`src/hw/rtl/assert_macros.svh`:
```
// Assertion helpers shared by the RTL files.
// Each macro expands to one labelled concurrent assertion on clk_i / rst_ni.
`ifndef ASSERT_MACROS_SVH
`define ASSERT_MACROS_SVH

// Property checked on every rising edge outside reset.
`define ASSERT_ALWAYS(lbl, prop, msg) \
  lbl: assert property (@(posedge clk_i) disable iff (!rst_ni) (prop)) else $error(msg);

// Implication checked on every rising edge outside reset.
`define ASSERT_IMPLIES(lbl, ante, cons, msg) \
  lbl: assert property (@(posedge clk_i) disable iff (!rst_ni) (ante) |-> (cons)) \
    else $error(msg);

`endif

```
`src/hw/rtl/mahd_pkg.sv`:
```
// ----------------------------------------------------------------------------
// mahd_pkg
// Types, constants and tables of the audio frame header decoder.
// ----------------------------------------------------------------------------
`timescale 1ns / 1ps

package mahd_pkg;

  // Header field positions and widths.
  localparam logic [31:0] SyncMask = 32'hffe0_0000;
  localparam int unsigned NumW     = 27;  // coefficient times bitrate
  localparam int unsigned SrW      = 16;
  localparam int unsigned BrW      = 19;
  localparam int unsigned FsW      = 12;
  localparam int unsigned DurW     = 14;
  localparam int unsigned Num2W    = 32;  // frame size times 720000
  localparam logic [19:0] TicksPerByte = 20'd720000;  // 8 * 1000 * 90

  // Reserved and special field codes of the header.
  localparam logic [1:0] LayerReserved = 2'd0;
  localparam logic [1:0] ModeMono      = 2'd3;
  localparam logic [1:0] SrReserved    = 2'd3;
  localparam logic [3:0] BrBad         = 4'd15;

  // Side information that travels along the cell chain.
  typedef struct packed {
    logic            valid;
    logic [1:0]      channels;
    logic [SrW-1:0]  sample_rate;
    logic [BrW-1:0]  bit_rate;
    logic            pad;
    logic            layer1;
    logic [FsW-1:0]  frame_size;
  } info_t;

  // Base sampling rates in Hz, indexed by the sampling-rate field.
  function automatic logic [SrW-1:0] base_rate(input logic [1:0] idx);
    logic [SrW-1:0] r;
    unique case (idx)
      2'd0:    r = 16'd44100;
      2'd1:    r = 16'd48000;
      2'd2:    r = 16'd32000;
      default: r = '0;
    endcase
    return r;
  endfunction

  // Frame size coefficient by low-rate flag and layer index.
  function automatic logic [7:0] size_coef(input logic lsf, input logic [1:0] li);
    logic [7:0] c;
    unique case (li)
      2'd0:    c = 8'd12;
      2'd1:    c = 8'd144;
      2'd2:    c = lsf ? 8'd72 : 8'd144;
      default: c = '0;
    endcase
    return c;
  endfunction

  // Bitrate tables in bit/s; index 15 is unused.
  localparam logic [BrW-1:0] BpsHi [3][16] = '{
    '{19'd0, 19'd32000, 19'd64000, 19'd96000, 19'd128000, 19'd160000, 19'd192000,
      19'd224000, 19'd256000, 19'd288000, 19'd320000, 19'd352000, 19'd384000,
      19'd416000, 19'd448000, 19'd0},
    '{19'd0, 19'd32000, 19'd48000, 19'd56000, 19'd64000, 19'd80000, 19'd96000,
      19'd112000, 19'd128000, 19'd160000, 19'd192000, 19'd224000, 19'd256000,
      19'd320000, 19'd384000, 19'd0},
    '{19'd0, 19'd32000, 19'd40000, 19'd48000, 19'd56000, 19'd64000, 19'd80000,
      19'd96000, 19'd112000, 19'd128000, 19'd160000, 19'd192000, 19'd224000,
      19'd256000, 19'd320000, 19'd0}
  };

  localparam logic [BrW-1:0] BpsLo [3][16] = '{
    '{19'd0, 19'd32000, 19'd48000, 19'd56000, 19'd64000, 19'd80000, 19'd96000,
      19'd112000, 19'd128000, 19'd144000, 19'd160000, 19'd176000, 19'd192000,
      19'd224000, 19'd256000, 19'd0},
    '{19'd0, 19'd8000, 19'd16000, 19'd24000, 19'd32000, 19'd40000, 19'd48000,
      19'd56000, 19'd64000, 19'd80000, 19'd96000, 19'd112000, 19'd128000,
      19'd144000, 19'd160000, 19'd0},
    '{19'd0, 19'd8000, 19'd16000, 19'd24000, 19'd32000, 19'd40000, 19'd48000,
      19'd56000, 19'd64000, 19'd80000, 19'd96000, 19'd112000, 19'd128000,
      19'd144000, 19'd160000, 19'd0}
  };

endpackage

```
`src/hw/rtl/mahd_decode.sv`:
```
// ----------------------------------------------------------------------------
// mahd_decode
// First stage: field checks, table look-ups and the frame size dividend.
// ----------------------------------------------------------------------------
`timescale 1ns / 1ps

module mahd_decode (
  input  logic                      clk_i,
  input  logic                      rst_ni,
  input  logic                      valid_i,
  output logic                      ready_o,
  input  logic [31:0]               header_i,
  output logic                      valid_o,
  input  logic                      ready_i,
  output logic [mahd_pkg::NumW-1:0] num_o,
  output logic [mahd_pkg::SrW-1:0]  den_o,
  output mahd_pkg::info_t           info_o
);

  logic                      valid_q;
  logic [mahd_pkg::NumW-1:0] num_q, num_d;
  logic [mahd_pkg::SrW-1:0]  den_q, den_d;
  mahd_pkg::info_t           info_q, info_d;

  logic       lsf;
  logic [1:0] shift, layer_code, li, sri, mode;
  logic [3:0] bri;
  logic [mahd_pkg::BrW-1:0] br;
  logic [mahd_pkg::SrW-1:0] sr;
  logic       ok;

  // Field extraction and version decoding.
  always_comb begin
    layer_code = header_i[18:17];
    sri        = header_i[11:10];
    bri        = header_i[15:12];
    mode       = header_i[7:6];
    if (header_i[20]) begin
      lsf   = ~header_i[19];
      shift = {1'b0, ~header_i[19]};
    end else begin
      lsf   = 1'b1;
      shift = 2'd2;
    end
    li = 2'd3 - layer_code;
    sr = mahd_pkg::base_rate(sri) >> shift;
    br = lsf ? mahd_pkg::BpsLo[li][bri] : mahd_pkg::BpsHi[li][bri];
    ok = ((header_i & mahd_pkg::SyncMask) == mahd_pkg::SyncMask) &&
         (layer_code != mahd_pkg::LayerReserved) && (sri != mahd_pkg::SrReserved) &&
         (bri != mahd_pkg::BrBad) && (br != '0);
  end

  // Next payload; invalid headers divide zero by one.
  always_comb begin
    info_d = '0;
    num_d  = '0;
    den_d  = mahd_pkg::SrW'(1);
    if (ok) begin
      info_d.valid       = 1'b1;
      info_d.channels    = (mode == mahd_pkg::ModeMono) ? 2'd1 : 2'd2;
      info_d.sample_rate = sr;
      info_d.bit_rate    = br;
      info_d.pad         = header_i[9];
      info_d.layer1      = (li == 2'd0);
      num_d = mahd_pkg::NumW'(mahd_pkg::size_coef(lsf, li) * br);
      den_d = sr;
    end
  end

  assign ready_o = !valid_q || ready_i;

  // Stage valid.
  always_ff @(posedge clk_i or negedge rst_ni) begin
    if (!rst_ni) begin
      valid_q <= 1'b0;
    end else if (ready_o) begin
      valid_q <= valid_i;
    end
  end

  // Stage payload.
  always_ff @(posedge clk_i) begin
    if (ready_o && valid_i) begin
      num_q  <= num_d;
      den_q  <= den_d;
      info_q <= info_d;
    end
  end

  assign valid_o = valid_q;
  assign num_o   = num_q;
  assign den_o   = den_q;
  assign info_o  = info_q;

endmodule

```
`src/hw/rtl/mahd_div_cell.sv`:
```
// ----------------------------------------------------------------------------
// mahd_div_cell
// One restoring division cell: settles one quotient bit per beat.
// ----------------------------------------------------------------------------
`timescale 1ns / 1ps

module mahd_div_cell #(
  parameter int unsigned NW  = 32,
  parameter int unsigned DW  = 19,
  parameter int unsigned QW  = 14,
  parameter int unsigned BIT = 0
) (
  input  logic            clk_i,
  input  logic            rst_ni,
  input  logic            valid_i,
  output logic            ready_o,
  input  logic [NW-1:0]   rem_i,
  input  logic [DW-1:0]   den_i,
  input  logic [QW-1:0]   quo_i,
  input  mahd_pkg::info_t info_i,
  output logic            valid_o,
  input  logic            ready_i,
  output logic [NW-1:0]   rem_o,
  output logic [DW-1:0]   den_o,
  output logic [QW-1:0]   quo_o,
  output mahd_pkg::info_t info_o
);

  localparam int unsigned XW = NW + DW;

  logic                 valid_q;
  logic [NW-1:0]        rem_q, rem_d;
  logic [DW-1:0]        den_q;
  logic [QW-1:0]        quo_q, quo_d;
  mahd_pkg::info_t      info_q;
  logic [XW-1:0]        rem_x, sub_x, diff_x;
  logic                 ge;

  // Trial subtraction of the divisor shifted to this bit.
  always_comb begin
    rem_x  = XW'(rem_i);
    sub_x  = XW'(den_i) << BIT;
    ge     = rem_x >= sub_x;
    diff_x = rem_x - sub_x;
    rem_d  = ge ? NW'(diff_x) : rem_i;
    quo_d  = quo_i;
    quo_d[BIT] = ge;
  end

  assign ready_o = !valid_q || ready_i;

  always_ff @(posedge clk_i or negedge rst_ni) begin
    if (!rst_ni) begin
      valid_q <= 1'b0;
    end else if (ready_o) begin
      valid_q <= valid_i;
    end
  end

  always_ff @(posedge clk_i) begin
    if (ready_o && valid_i) begin
      rem_q  <= rem_d;
      den_q  <= den_i;
      quo_q  <= quo_d;
      info_q <= info_i;
    end
  end

  assign valid_o = valid_q;
  assign rem_o   = rem_q;
  assign den_o   = den_q;
  assign quo_o   = quo_q;
  assign info_o  = info_q;

endmodule

```
`src/hw/rtl/mahd_frame.sv`:
```
// ----------------------------------------------------------------------------
// mahd_frame
// Middle stage: frame size from the first quotient and the duration dividend.
// ----------------------------------------------------------------------------
`timescale 1ns / 1ps

module mahd_frame (
  input  logic                       clk_i,
  input  logic                       rst_ni,
  input  logic                       valid_i,
  output logic                       ready_o,
  input  logic [mahd_pkg::FsW-1:0]   quo_i,
  input  mahd_pkg::info_t            info_i,
  output logic                       valid_o,
  input  logic                       ready_i,
  output logic [mahd_pkg::Num2W-1:0] num_o,
  output logic [mahd_pkg::BrW-1:0]   den_o,
  output mahd_pkg::info_t            info_o
);

  logic                       valid_q;
  logic [mahd_pkg::Num2W-1:0] num_q, num_d;
  logic [mahd_pkg::BrW-1:0]   den_q, den_d;
  mahd_pkg::info_t            info_q, info_d;
  logic [mahd_pkg::FsW-1:0]   slots;

  // Add the padding slot, scale to bytes, form the tick dividend.
  always_comb begin
    slots  = quo_i + mahd_pkg::FsW'(info_i.pad);
    info_d = info_i;
    info_d.frame_size = info_i.layer1 ? (slots << 2) : slots;
    num_d  = mahd_pkg::Num2W'(info_d.frame_size * mahd_pkg::TicksPerByte);
    den_d  = info_i.valid ? info_i.bit_rate : mahd_pkg::BrW'(1);
  end

  assign ready_o = !valid_q || ready_i;

  always_ff @(posedge clk_i or negedge rst_ni) begin
    if (!rst_ni) begin
      valid_q <= 1'b0;
    end else if (ready_o) begin
      valid_q <= valid_i;
    end
  end

  always_ff @(posedge clk_i) begin
    if (ready_o && valid_i) begin
      num_q  <= num_d;
      den_q  <= den_d;
      info_q <= info_d;
    end
  end

  assign valid_o = valid_q;
  assign num_o   = num_q;
  assign den_o   = den_q;
  assign info_o  = info_q;

endmodule

```
`src/hw/rtl/mpeg_audio_header_decoder.sv`:
```
// Throughput: one header per cycle while the output is not stalled; the chain holds up to 28 headers in flight.
// The chain is the decode stage, the 12 frame-size division cells, the frame stage and the 14 duration cells.
// Each cell stalls only when it is full and its neighbour is full and stalled.
// Reset clears every stage valid flag; payload registers are not reset.
// ----------------------------------------------------------------------------
// mpeg_audio_header_decoder
// Audio frame header decoder built as a chain of restoring division cells.
// ----------------------------------------------------------------------------
`timescale 1ns / 1ps

module mpeg_audio_header_decoder (
  input  logic        clk_i,
  input  logic        rst_ni,
  input  logic        s_axis_tvalid_i,
  output logic        s_axis_tready_o,
  input  logic [31:0] s_axis_tdata_i,   // header_word
  output logic        m_axis_tvalid_o,
  input  logic        m_axis_tready_i,
  // valid_res, channels, sample_rate, bit_rate, frame_size, duration_ticks
  output logic [63:0] m_axis_tdata_o
);

  `include "assert_macros.svh"

  localparam int unsigned N1 = mahd_pkg::NumW;
  localparam int unsigned D1 = mahd_pkg::SrW;
  localparam int unsigned Q1 = mahd_pkg::FsW;
  localparam int unsigned N2 = mahd_pkg::Num2W;
  localparam int unsigned D2 = mahd_pkg::BrW;
  localparam int unsigned Q2 = mahd_pkg::DurW;

  logic            v1 [Q1+1];
  logic            r1 [Q1+1];
  logic [N1-1:0]   rem1 [Q1+1];
  logic [D1-1:0]   den1 [Q1+1];
  logic [Q1-1:0]   quo1 [Q1+1];
  mahd_pkg::info_t inf1 [Q1+1];

  logic            v2 [Q2+1];
  logic            r2 [Q2+1];
  logic [N2-1:0]   rem2 [Q2+1];
  logic [D2-1:0]   den2 [Q2+1];
  logic [Q2-1:0]   quo2 [Q2+1];
  mahd_pkg::info_t inf2 [Q2+1];

  mahd_pkg::info_t fin;

  // Header checks and table look-ups.
  mahd_decode u_decode (
    .clk_i    (clk_i),
    .rst_ni   (rst_ni),
    .valid_i  (s_axis_tvalid_i),
    .ready_o  (s_axis_tready_o),
    .header_i (s_axis_tdata_i),
    .valid_o  (v1[0]),
    .ready_i  (r1[0]),
    .num_o    (rem1[0]),
    .den_o    (den1[0]),
    .info_o   (inf1[0])
  );
  assign quo1[0] = '0;

  // Frame size division, most significant quotient bit first.
  for (genvar k = 0; k < Q1; k++) begin : g_div1
    mahd_div_cell #(.NW(N1), .DW(D1), .QW(Q1), .BIT(Q1-1-k)) u_cell (
      .clk_i   (clk_i),
      .rst_ni  (rst_ni),
      .valid_i (v1[k]),
      .ready_o (r1[k]),
      .rem_i   (rem1[k]),
      .den_i   (den1[k]),
      .quo_i   (quo1[k]),
      .info_i  (inf1[k]),
      .valid_o (v1[k+1]),
      .ready_i (r1[k+1]),
      .rem_o   (rem1[k+1]),
      .den_o   (den1[k+1]),
      .quo_o   (quo1[k+1]),
      .info_o  (inf1[k+1])
    );
  end

  // Padding, slot size and the duration dividend.
  mahd_frame u_frame (
    .clk_i   (clk_i),
    .rst_ni  (rst_ni),
    .valid_i (v1[Q1]),
    .ready_o (r1[Q1]),
    .quo_i   (quo1[Q1]),
    .info_i  (inf1[Q1]),
    .valid_o (v2[0]),
    .ready_i (r2[0]),
    .num_o   (rem2[0]),
    .den_o   (den2[0]),
    .info_o  (inf2[0])
  );
  assign quo2[0] = '0;

  // Duration division by the bitrate.
  for (genvar k = 0; k < Q2; k++) begin : g_div2
    mahd_div_cell #(.NW(N2), .DW(D2), .QW(Q2), .BIT(Q2-1-k)) u_cell (
      .clk_i   (clk_i),
      .rst_ni  (rst_ni),
      .valid_i (v2[k]),
      .ready_o (r2[k]),
      .rem_i   (rem2[k]),
      .den_i   (den2[k]),
      .quo_i   (quo2[k]),
      .info_i  (inf2[k]),
      .valid_o (v2[k+1]),
      .ready_i (r2[k+1]),
      .rem_o   (rem2[k+1]),
      .den_o   (den2[k+1]),
      .quo_o   (quo2[k+1]),
      .info_o  (inf2[k+1])
    );
  end

  // The last cell is the output register; invalid headers read as zeros.
  assign fin             = inf2[Q2];
  assign m_axis_tvalid_o = v2[Q2];
  assign r2[Q2]          = m_axis_tready_i;
  assign m_axis_tdata_o  = fin.valid ?
    {quo2[Q2], fin.frame_size, fin.bit_rate, fin.sample_rate, fin.channels, 1'b1} :
    64'd0;

  // Consistency of a delivered result.
  `ASSERT_IMPLIES(a_valid_rates, m_axis_tvalid_o && m_axis_tdata_o[0],
                  m_axis_tdata_o[18:3] != '0 && m_axis_tdata_o[37:19] != '0,
                  "valid result with zero rate")
  `ASSERT_IMPLIES(a_valid_size, m_axis_tvalid_o && m_axis_tdata_o[0],
                  m_axis_tdata_o[49:38] != '0 && m_axis_tdata_o[2:1] != 2'd0,
                  "valid result with zero frame size or channels")
  `ASSERT_IMPLIES(a_stall_ready, m_axis_tvalid_o && !m_axis_tready_i,
                  !r2[Q2-1] || !v2[Q2-1] || v2[Q2],
                  "last cell accepted a beat while stalled")

endmodule
```
`config.mk`:
```
export PLATFORM = sky130hd
export DESIGN_NAME = mpeg_audio_header_decoder
export DESIGN_NICKNAME = d
export VERILOG_FILES = /design/src/hw/rtl/mahd_pkg.sv /design/src/hw/rtl/mahd_decode.sv /design/src/hw/rtl/mahd_div_cell.sv /design/src/hw/rtl/mahd_frame.sv /design/src/hw/rtl/mpeg_audio_header_decoder.sv
export VERILOG_INCLUDE_DIRS = /design/src /design/src/hw/rtl
export SDC_FILE = /design/constraint.sdc
export NUM_CORES = 2
export LEC_CHECK = 0
export BUFFER_PORTS_ARGS = -buffer_cell sky130_fd_sc_hd__buf_2
export CAP_MARGIN = 10
export CORE_UTILIZATION = 45
export DETAILED_ROUTE_END_ITERATION = 7
export GPL_TIMING_DRIVEN = 0
export PLACE_DENSITY = 0.6
export SLEW_MARGIN = 15
export SYNTH_ARGS = -nofsm -noshare
export SYNTH_HDL_FRONTEND = slang
export SYNTH_SLANG_ARGS = --single-unit
```
`constraint.sdc`:
```
create_clock -name clk_i -period 11.58 [get_ports clk_i]
set_input_delay 1.158 -clock clk_i [delete_from_list [all_inputs] [get_ports clk_i]]
set_output_delay 1.158 -clock clk_i [all_outputs]
set_load 0.02 [all_outputs]
```
======== Yosys cells after proc, flatten, opt, wreduce, memory -nomap -nowiden ========
Cells that the tools add are included.
storage, ports and cells
  bits in registers ....................... 2704
  input port bits ......................... 36
  word-level logic and storage cells ...... 467
cells by class
  add/subtract/negate cells ............... 26
  multipliers ............................. 2
  magnitude comparators ................... 28
  eq/ne operators ......................... 8
  shift-type cells ........................ 1
  muxes and demuxes ....................... 47
  bitwise gates (word level) .............. 3
  reductions and logical operators ........ 92
operators by type and width
  cell                 count
  $bmux W304 S2        2
  $mux W304            4
  $mux W32             13
  $mux W27             11
  $bmux W19 S4         2
  $mux W19             5
  $mux W64             1
  $pmux W16 S3         1
  $mux W40             1
  $ge A32 B19 Y1       1
  $ge A32 B20 Y1       1
  $ge A32 B21 Y1       1
  $ge A32 B22 Y1       1
  $ge A32 B23 Y1       1
  $ge A32 B24 Y1       1
  $ge A32 B25 Y1       1
  $ge A32 B26 Y1       1
  $ge A32 B27 Y1       1
  $ge A32 B28 Y1       1
  $ge A32 B29 Y1       1
  $ge A32 B30 Y1       1
  $ge A32 B31 Y1       1
  $ge A32 B32 Y1       1
  $logic_and A1 B1 Y1  32
  61 further kinds     121

======== Longest topological paths before layout ========
  depth in word-level cells ............... 30
  gate-level depth with buffers ........... 28

======== By module ========
From an unflattened synthesis, not the netlist that was laid out.
second synthesis, totals
  cell total of the unflattened synthesis .. 9717
  area, all modules ....................... 138814.4 sq um
by module, submodules not included
  module                             times used  cells an instance  area each (sq um)
  mahd_decode                        1           748                6744.0
  mahd_frame                         1           529                6488.7
  mahd_div_cell (g_div2[2].u_cell)   1           349                5161.2
  mahd_div_cell (g_div2[11].u_cell)  1           370                5152.4
  mahd_div_cell (g_div2[12].u_cell)  1           368                5141.2
  mahd_div_cell (g_div2[13].u_cell)  1           373                5139.9
  mahd_div_cell (g_div2[10].u_cell)  1           367                5121.2
  mahd_div_cell (g_div2[1].u_cell)   1           324                5079.9
  mahd_div_cell (g_div2[6].u_cell)   1           339                5068.6
  mahd_div_cell (g_div2[9].u_cell)   1           356                5048.6
  mahd_div_cell (g_div2[3].u_cell)   1           332                5033.6
  mahd_div_cell (g_div2[0].u_cell)   1           318                5019.8
  mahd_div_cell (g_div2[8].u_cell)   1           339                5002.3
  mahd_div_cell (g_div2[7].u_cell)   1           337                4949.7
  15 more rows                       -           -                  -

======== Worst setup path before layout ========
Ideal clock, no wire load.
  path kind ............................... input-to-reg
  from .................................... input m_axis_tready_i
  to ...................................... register g_div2[5].u_cell.den_q[0], enable pin
  arrival ................................. 8.284 ns
  setup slack ............................. 2.627 ns
  stages .................................. 6
  path buffers ............................ 0
  path through ............................ and4b_1 > and3_1 > and2_1 > nand2_1 > nor2_1 > a21boi_0
between the ends
  word-level cells in the longest chain between the ends .. 10
ends and longest elaborated chain
  element                          line                             text
  start, declared                  mpeg_audio_header_decoder.sv:18  input logic m_axis_tready_i,
  $logic_or A1 B1 Y1 (9 in a row)  mahd_div_cell.sv:50              assign ready_o = !valid_q || ready_i;
  $logic_and A1 B1 Y1              mahd_div_cell.sv:61              if (ready_o && valid_i) begin
  end signal, assigned             mahd_div_cell.sv:63              den_q <= den_i;
  end, declared                    mahd_div_cell.sv:33              logic [DW-1:0] den_q;
No other way between the ends.
A chain may end at the register's enable or synchronous reset.

======== Final worst setup path ========
  from .................................... input s_axis_tdata_i[18]
  to ...................................... register u_decode.num_q (netlist bit u_decode.num_o[26]) (data pin)
between the ends
  word-level cells in the longest chain between the ends .. 11
  elaborated cells on any way between the ends .. 27
ends and longest elaborated chain
  element                                                                   line                             text
  start, declared                                                           mpeg_audio_header_decoder.sv:16  input logic [31:0] s_axis_tdata_i,
  parallel branches: the longest is 11 deep, another holds $mul A8 B19 Y27  -
  end signal, assigned                                                      mahd_decode.sv:84                num_q <= num_d;
  end, declared                                                             mahd_decode.sv:21                logic [mahd_pkg::NumW-1:0] num_q, num_d;
Several ways; the timed one is not identified. The select of a mux whose other input is x is not followed.

==> impl_metrics.prom <==
# TYPE chip_impl_metric gauge
chip_impl_info{name="status",value="finished, final reports clean"} 1
chip_impl_metric{name="clkSlewWorstSetupHoldPaths",unit="ps"} 70
chip_impl_metric{name="detail_route.vias_per_cell",unit=""} 5.21
chip_impl_metric{name="drt-total-wl",unit="mm"} 202
chip_impl_info{name="path_class",value="in2reg"} 1
chip_impl_info{name="cp_slowest_cell",value="fa_1"} 1
chip_impl_metric{name="p_seq_frac",unit=""} 0.437
chip_impl_metric{name="antenna_found_initial",unit=""} 2
chip_impl_metric{name="wire_per_inst",unit="µm"} 18.8
chip_impl_metric{name="synth_cell_types",unit=""} 115
chip_impl_metric{name="layout.nets",unit=""} 8331
chip_impl_metric{name="die_width",unit="µm"} 470
chip_impl_metric{name="globalRouteTotalUtil",unit=""} 0.183
chip_impl_metric{name="setup_ws_post_layout",unit="ps"} 3150
chip_impl_metric{name="initial_core_util",unit=""} 0.453
chip_impl_metric{name="finalSetupViolations",unit=""} 0
chip_impl_metric{name="routabilityCongestion",unit=""} 0.914
chip_impl_metric{name="port_buffers",unit=""} 86
chip_impl_metric{name="drt_pre_antenna_iters",unit=""} 7
chip_impl_metric{name="areaGrowthSynthToFinish",unit="%"} 13.4
chip_impl_metric{name="detailedPlacementHpwl",unit="mm"} 153
chip_impl_metric{name="synth_top_area_share",unit=""} 0.642
chip_impl_metric{name="placement.setup.worst_slack",unit="ps"} 2340
chip_impl_info{name="r2r-end",value="u_frame.num_o[30]$_DFFE_PP_"} 1
chip_impl_metric{name="ant_nets",unit=""} 0
chip_impl_metric{name="design.portCount",unit=""} 102
chip_impl_metric{name="ys_seq_area_frac",unit=""} 0.649
chip_impl_metric{name="cts_buffer_depth",unit=""} 3
chip_impl_metric{name="timing.final.crit_period",unit="ps"} 8430
chip_impl_info{name="synthTopCellsByArea",value="edfxtp_1 (64%), ha_1 (6.8%), inv_1 (2.6%)"} 1
chip_impl_metric{name="cts_sinks",unit=""} 2130
chip_impl_metric{name="post-route-util",unit=""} 0.514
chip_impl_metric{name="tritoncts.num_buffers",unit=""} 216
chip_impl_metric{name="worst_path_largest_cell_delay",unit="ps"} 560
chip_impl_metric{name="chipHeight",unit="µm"} 470
chip_impl_metric{name="cell_internal_pwr",unit="W"} 0.0178
chip_impl_metric{name="average_footprint_of_a_synthesized_cell",unit="µm²"} 13.5
chip_impl_info{name="synthFlopType",value="edfxtp_1"} 1
chip_impl_info{name="most_frequent_cp_cell",value="o21ai_0"} 1
chip_impl_metric{name="total_leakage_power",unit="nW"} 42.5
chip_impl_metric{name="placed_area",unit="µm²"} 104000
chip_impl_metric{name="netSwitchingFraction",unit=""} 0.307
chip_impl_metric{name="mappedNetlistArea",unit="µm²"} 98400
chip_impl_info{name="r2r-start",value="g_div1[11].u_cell.quo_o[0]$_DFFE_PP_"} 1
chip_impl_info{name="crit_path_end_kind",value="flip-flop"} 1
chip_impl_info{name="cts.root.buffer_cell",value="clkbuf_16"} 1
chip_impl_metric{name="worst-slew-pin-transition",unit="ps"} 1130
chip_impl_metric{name="grt_pass1_vias",unit=""} 57519
chip_impl_metric{name="cts_post_setup_buffers_inserted",unit=""} 0
chip_impl_metric{name="reg2reg_depth",unit=""} 23
chip_impl_info{name="synth.largest_area_cell",value="edfxtp_1"} 1
chip_impl_metric{name="worst_path_max_fanout",unit=""} 10
chip_impl_metric{name="cts-hold-fix-buffers",unit=""} 0
chip_impl_info{name="hold_path_class",value="in2async"} 1
chip_impl_metric{name="synth-async-reset-ratio",unit=""} 0.0131
chip_impl_metric{name="synth_seq_cells",unit=""} 2130
chip_impl_metric{name="cp_num_buf_inv",unit=""} 5
chip_impl_metric{name="fin_skew",unit="ps"} 76.0
chip_impl_metric{name="fp.dieArea",unit="µm²"} 221000
chip_impl_info{name="rsz_0062_raised_after_global_routing",value="false"} 1
chip_impl_metric{name="slew_viol_final",unit=""} 0
chip_impl_metric{name="final_min_period_over_clock_period",unit=""} 0.728
chip_impl_metric{name="fmax",unit="MHz"} 119
chip_impl_info{name="critical-path-top-delay-family",value="adder cells"} 1
chip_impl_metric{name="grt_first_pass_wirelength",unit="mm"} 319
chip_impl_metric{name="power.share.clock",unit=""} 0.281
chip_impl_metric{name="coreArea",unit="µm²"} 217000
chip_impl_info{name="synth_commonest_cells",value="edfxtp_1 (2102), inv_1 (678), ha_1 (534), nor2_1 (484), nand2_1 (468)"} 1
chip_impl_metric{name="clkLatencyLatePin",unit="ps"} 870
chip_impl_metric{name="postCtsResizedCells",unit=""} 0
chip_impl_metric{name="critPathRequiredTime",unit="ps"} 12200
chip_impl_metric{name="switchingPower",unit="W"} 0.00786
chip_impl_metric{name="post_route_cells_drive_above_1_share",unit=""} 0.0962
chip_impl_metric{name="grt.overflow.total",unit=""} 0
chip_impl_metric{name="detailroute.via_count",unit=""} 55866
chip_impl_metric{name="r2r_slack",unit="ps"} 3440
chip_impl_metric{name="final.fill_count",unit=""} 18008
chip_impl_metric{name="grt_start_max_net_pins",unit=""} 62
chip_impl_metric{name="syn_inst_count",unit=""} 7297
chip_impl_metric{name="first_iter_violations",unit=""} 3397
chip_impl_metric{name="timing.max_cap.violations",unit=""} 0
chip_impl_metric{name="slew_headroom",unit=""} 0.249
chip_impl_metric{name="cp_data_arrival_time",unit="ps"} 9050
chip_impl_metric{name="timing_hold_violations_final",unit=""} 0
chip_impl_metric{name="number_of_flops_mapped_to_enable_cells_by_yosys",unit=""} 2102
chip_impl_metric{name="drc",unit=""} 0
chip_impl_metric{name="yosys_warnings",unit=""} 0
chip_impl_info{name="tritoncts",value="done"} 1
chip_impl_metric{name="powerDensity",unit="nW/µm²"} 230
chip_impl_metric{name="power.share.combinational",unit=""} 0.282
chip_impl_info{name="setup.worst_path.start",value="s_axis_tdata_i[18]"} 1
chip_impl_metric{name="cts_htree_levels",unit=""} 4
chip_impl_metric{name="final_design_area_no_fill",unit="µm²"} 112000
chip_impl_metric{name="num_rows",unit=""} 171
chip_impl_metric{name="vdd_ir_drop_max",unit="V"} 0.000145
chip_impl_info{name="most_frequent_cell_after_synthesis",value="edfxtp_1"} 1
chip_impl_info{name="startpoint_type",value="input port"} 1
-- cells by family (layout without fill, tap and decap cells) --
family / count (synthesis) / after routing / synth area share
flops: 2130 / 2130 / 0.649
buf+inv: 818 / 1372 / 0.0326
mux: 96 / 96 / 0.0111
compound gates: 1343 / 1343 / 0.0871
fa+ha+maj: 627 / 627 / 0.0868
xor+xnor: 463 / 463 / 0.0412
simple gates: 1819 / 1819 / 0.0924
other cells: 1 / 12 / 0.0000381
-- layout make-up --
cell class | instances | area (µm²) | share of cell area
well taps | 2854 | 3570 | 0.0320
inverters | 687 | 2580 | 0.0231
repair buffers | 146 | 1830 | 0.0164
multi-input cells | 4356 | 31600 | 0.283
clock buffers | 262 | 5630 | 0.0505
diodes | 4 | 10.0 | 0.0000897
flip-flops and latches | 2130 | 63800 | 0.572
clock inverters | 146 | 1920 | 0.0172
plain buffers | 131 | 632 | 0.00566
-- through the flow --
stage | hold slack [ps] | std cells | TNS (ps) | total power [W]
global placement | 401 | 10244 | -307580 | 0.0184
detailed placement | 405 | 10304 | 0 | 0.0186
CTS | 265 | 10712 | 0 | 0.0259
floorplan | 400 | 7304 | 0 | 0.0166
finish | 331 | 10716 | 0 | 0.0256
global route | 344 | 10716 | 0 | 0.0271
-- layout by cell type, fill, tap and decap left out, types with 18 or more instances in the layout --
cell,count
clkbuf_1,105
clkbuf_16,217
xnor2_1,250
nor3_1,127
a21oi_1,375
or3_1,42
a211oi_1,42
o31ai_1,31
nor2_1,484
o21a_1,75
fa_1,93
ha_1,534
o21bai_1,32
clkinv_2,41
inv_1,678
buf_16,26
a31oi_1,47
bufinv_16,35
or2_2,46
nand3_1,91
o21ai_0,353
and3_1,39
mux2_2,74
nor2b_1,73
dfrtp_1,28
nand4_1,60
nand2b_1,86
and4_1,18
o211ai_1,21
a21o_1,129
edfxtp_1,2102
xor2_1,213
nand2_1,468
a21boi_0,24
and2_1,99
clkinv_1,39
buf_12,34
buf_2,126
nor4_1,63
-- power by group through the flow --
stage / Sequential (W) / Combinational, W / Clock (W)
finish: 0.0112 / 0.00722 / 0.00721
global route: 0.0113 / 0.00809 / 0.00771
CTS: 0.0112 / 0.00723 / 0.00742
detailed placement: 0.0114 / 0.00718 / 0
global placement: 0.0115 / 0.00695 / 0
floorplan: 0.0111 / 0.00549 / 0
-- registers in the layout (all words and copies together) (netlist names) --
name                   count
g_div1.u_cell.rem_o      237
g_div2.u_cell.valid_o     14
g_div1.u_cell.valid_o     12
g_div1.u_cell.info_o     408
g_div2.u_cell.quo_o      105
u_decode.info_o           34
g_div1.u_cell.quo_o       78
g_div1.u_cell.den_o       11
g_div2.u_cell.den_o      182
u_decode.num_o            19
u_frame.valid_o            1
u_frame.info_o            44
u_decode.den_o             1
g_div2.u_cell.info_o     616
u_frame.den_o             14
u_decode.valid_o           1
g_div2.u_cell.rem_o      331
u_frame.num_o             22
-- layer usage --
layer	share of wire	up-vias	global-route usage
li1	-	27541	-
met2	0.49	1100	0.317
met1	0.43	26800	0.230
met5	0	-	0
met4	0.038	0	0.0756
met3	0.037	425	0.0263
-- worst max-delay path by stage --
stage                                      endpoint  slack [ps]  cells past startpoint
2_1_floorplan   g_div2[5].u_cell.den_o[0]$_DFFE_PP_        2630                      6
5_1_grt            u_decode.num_o[26]$_SDFFCE_PN0P_        2690                     27
6_report           u_decode.num_o[26]$_SDFFCE_PN0P_        3150                     27
3_5_place_dp       u_decode.num_o[26]$_SDFFCE_PN0P_        2340                     27
3_3_place_gp   g_div2[3].u_cell.den_o[17]$_DFFE_PP_       -1950                      6
4_1_cts            u_decode.num_o[26]$_SDFFCE_PN0P_        3280                     27
Power figures use the tool's default switching activity.
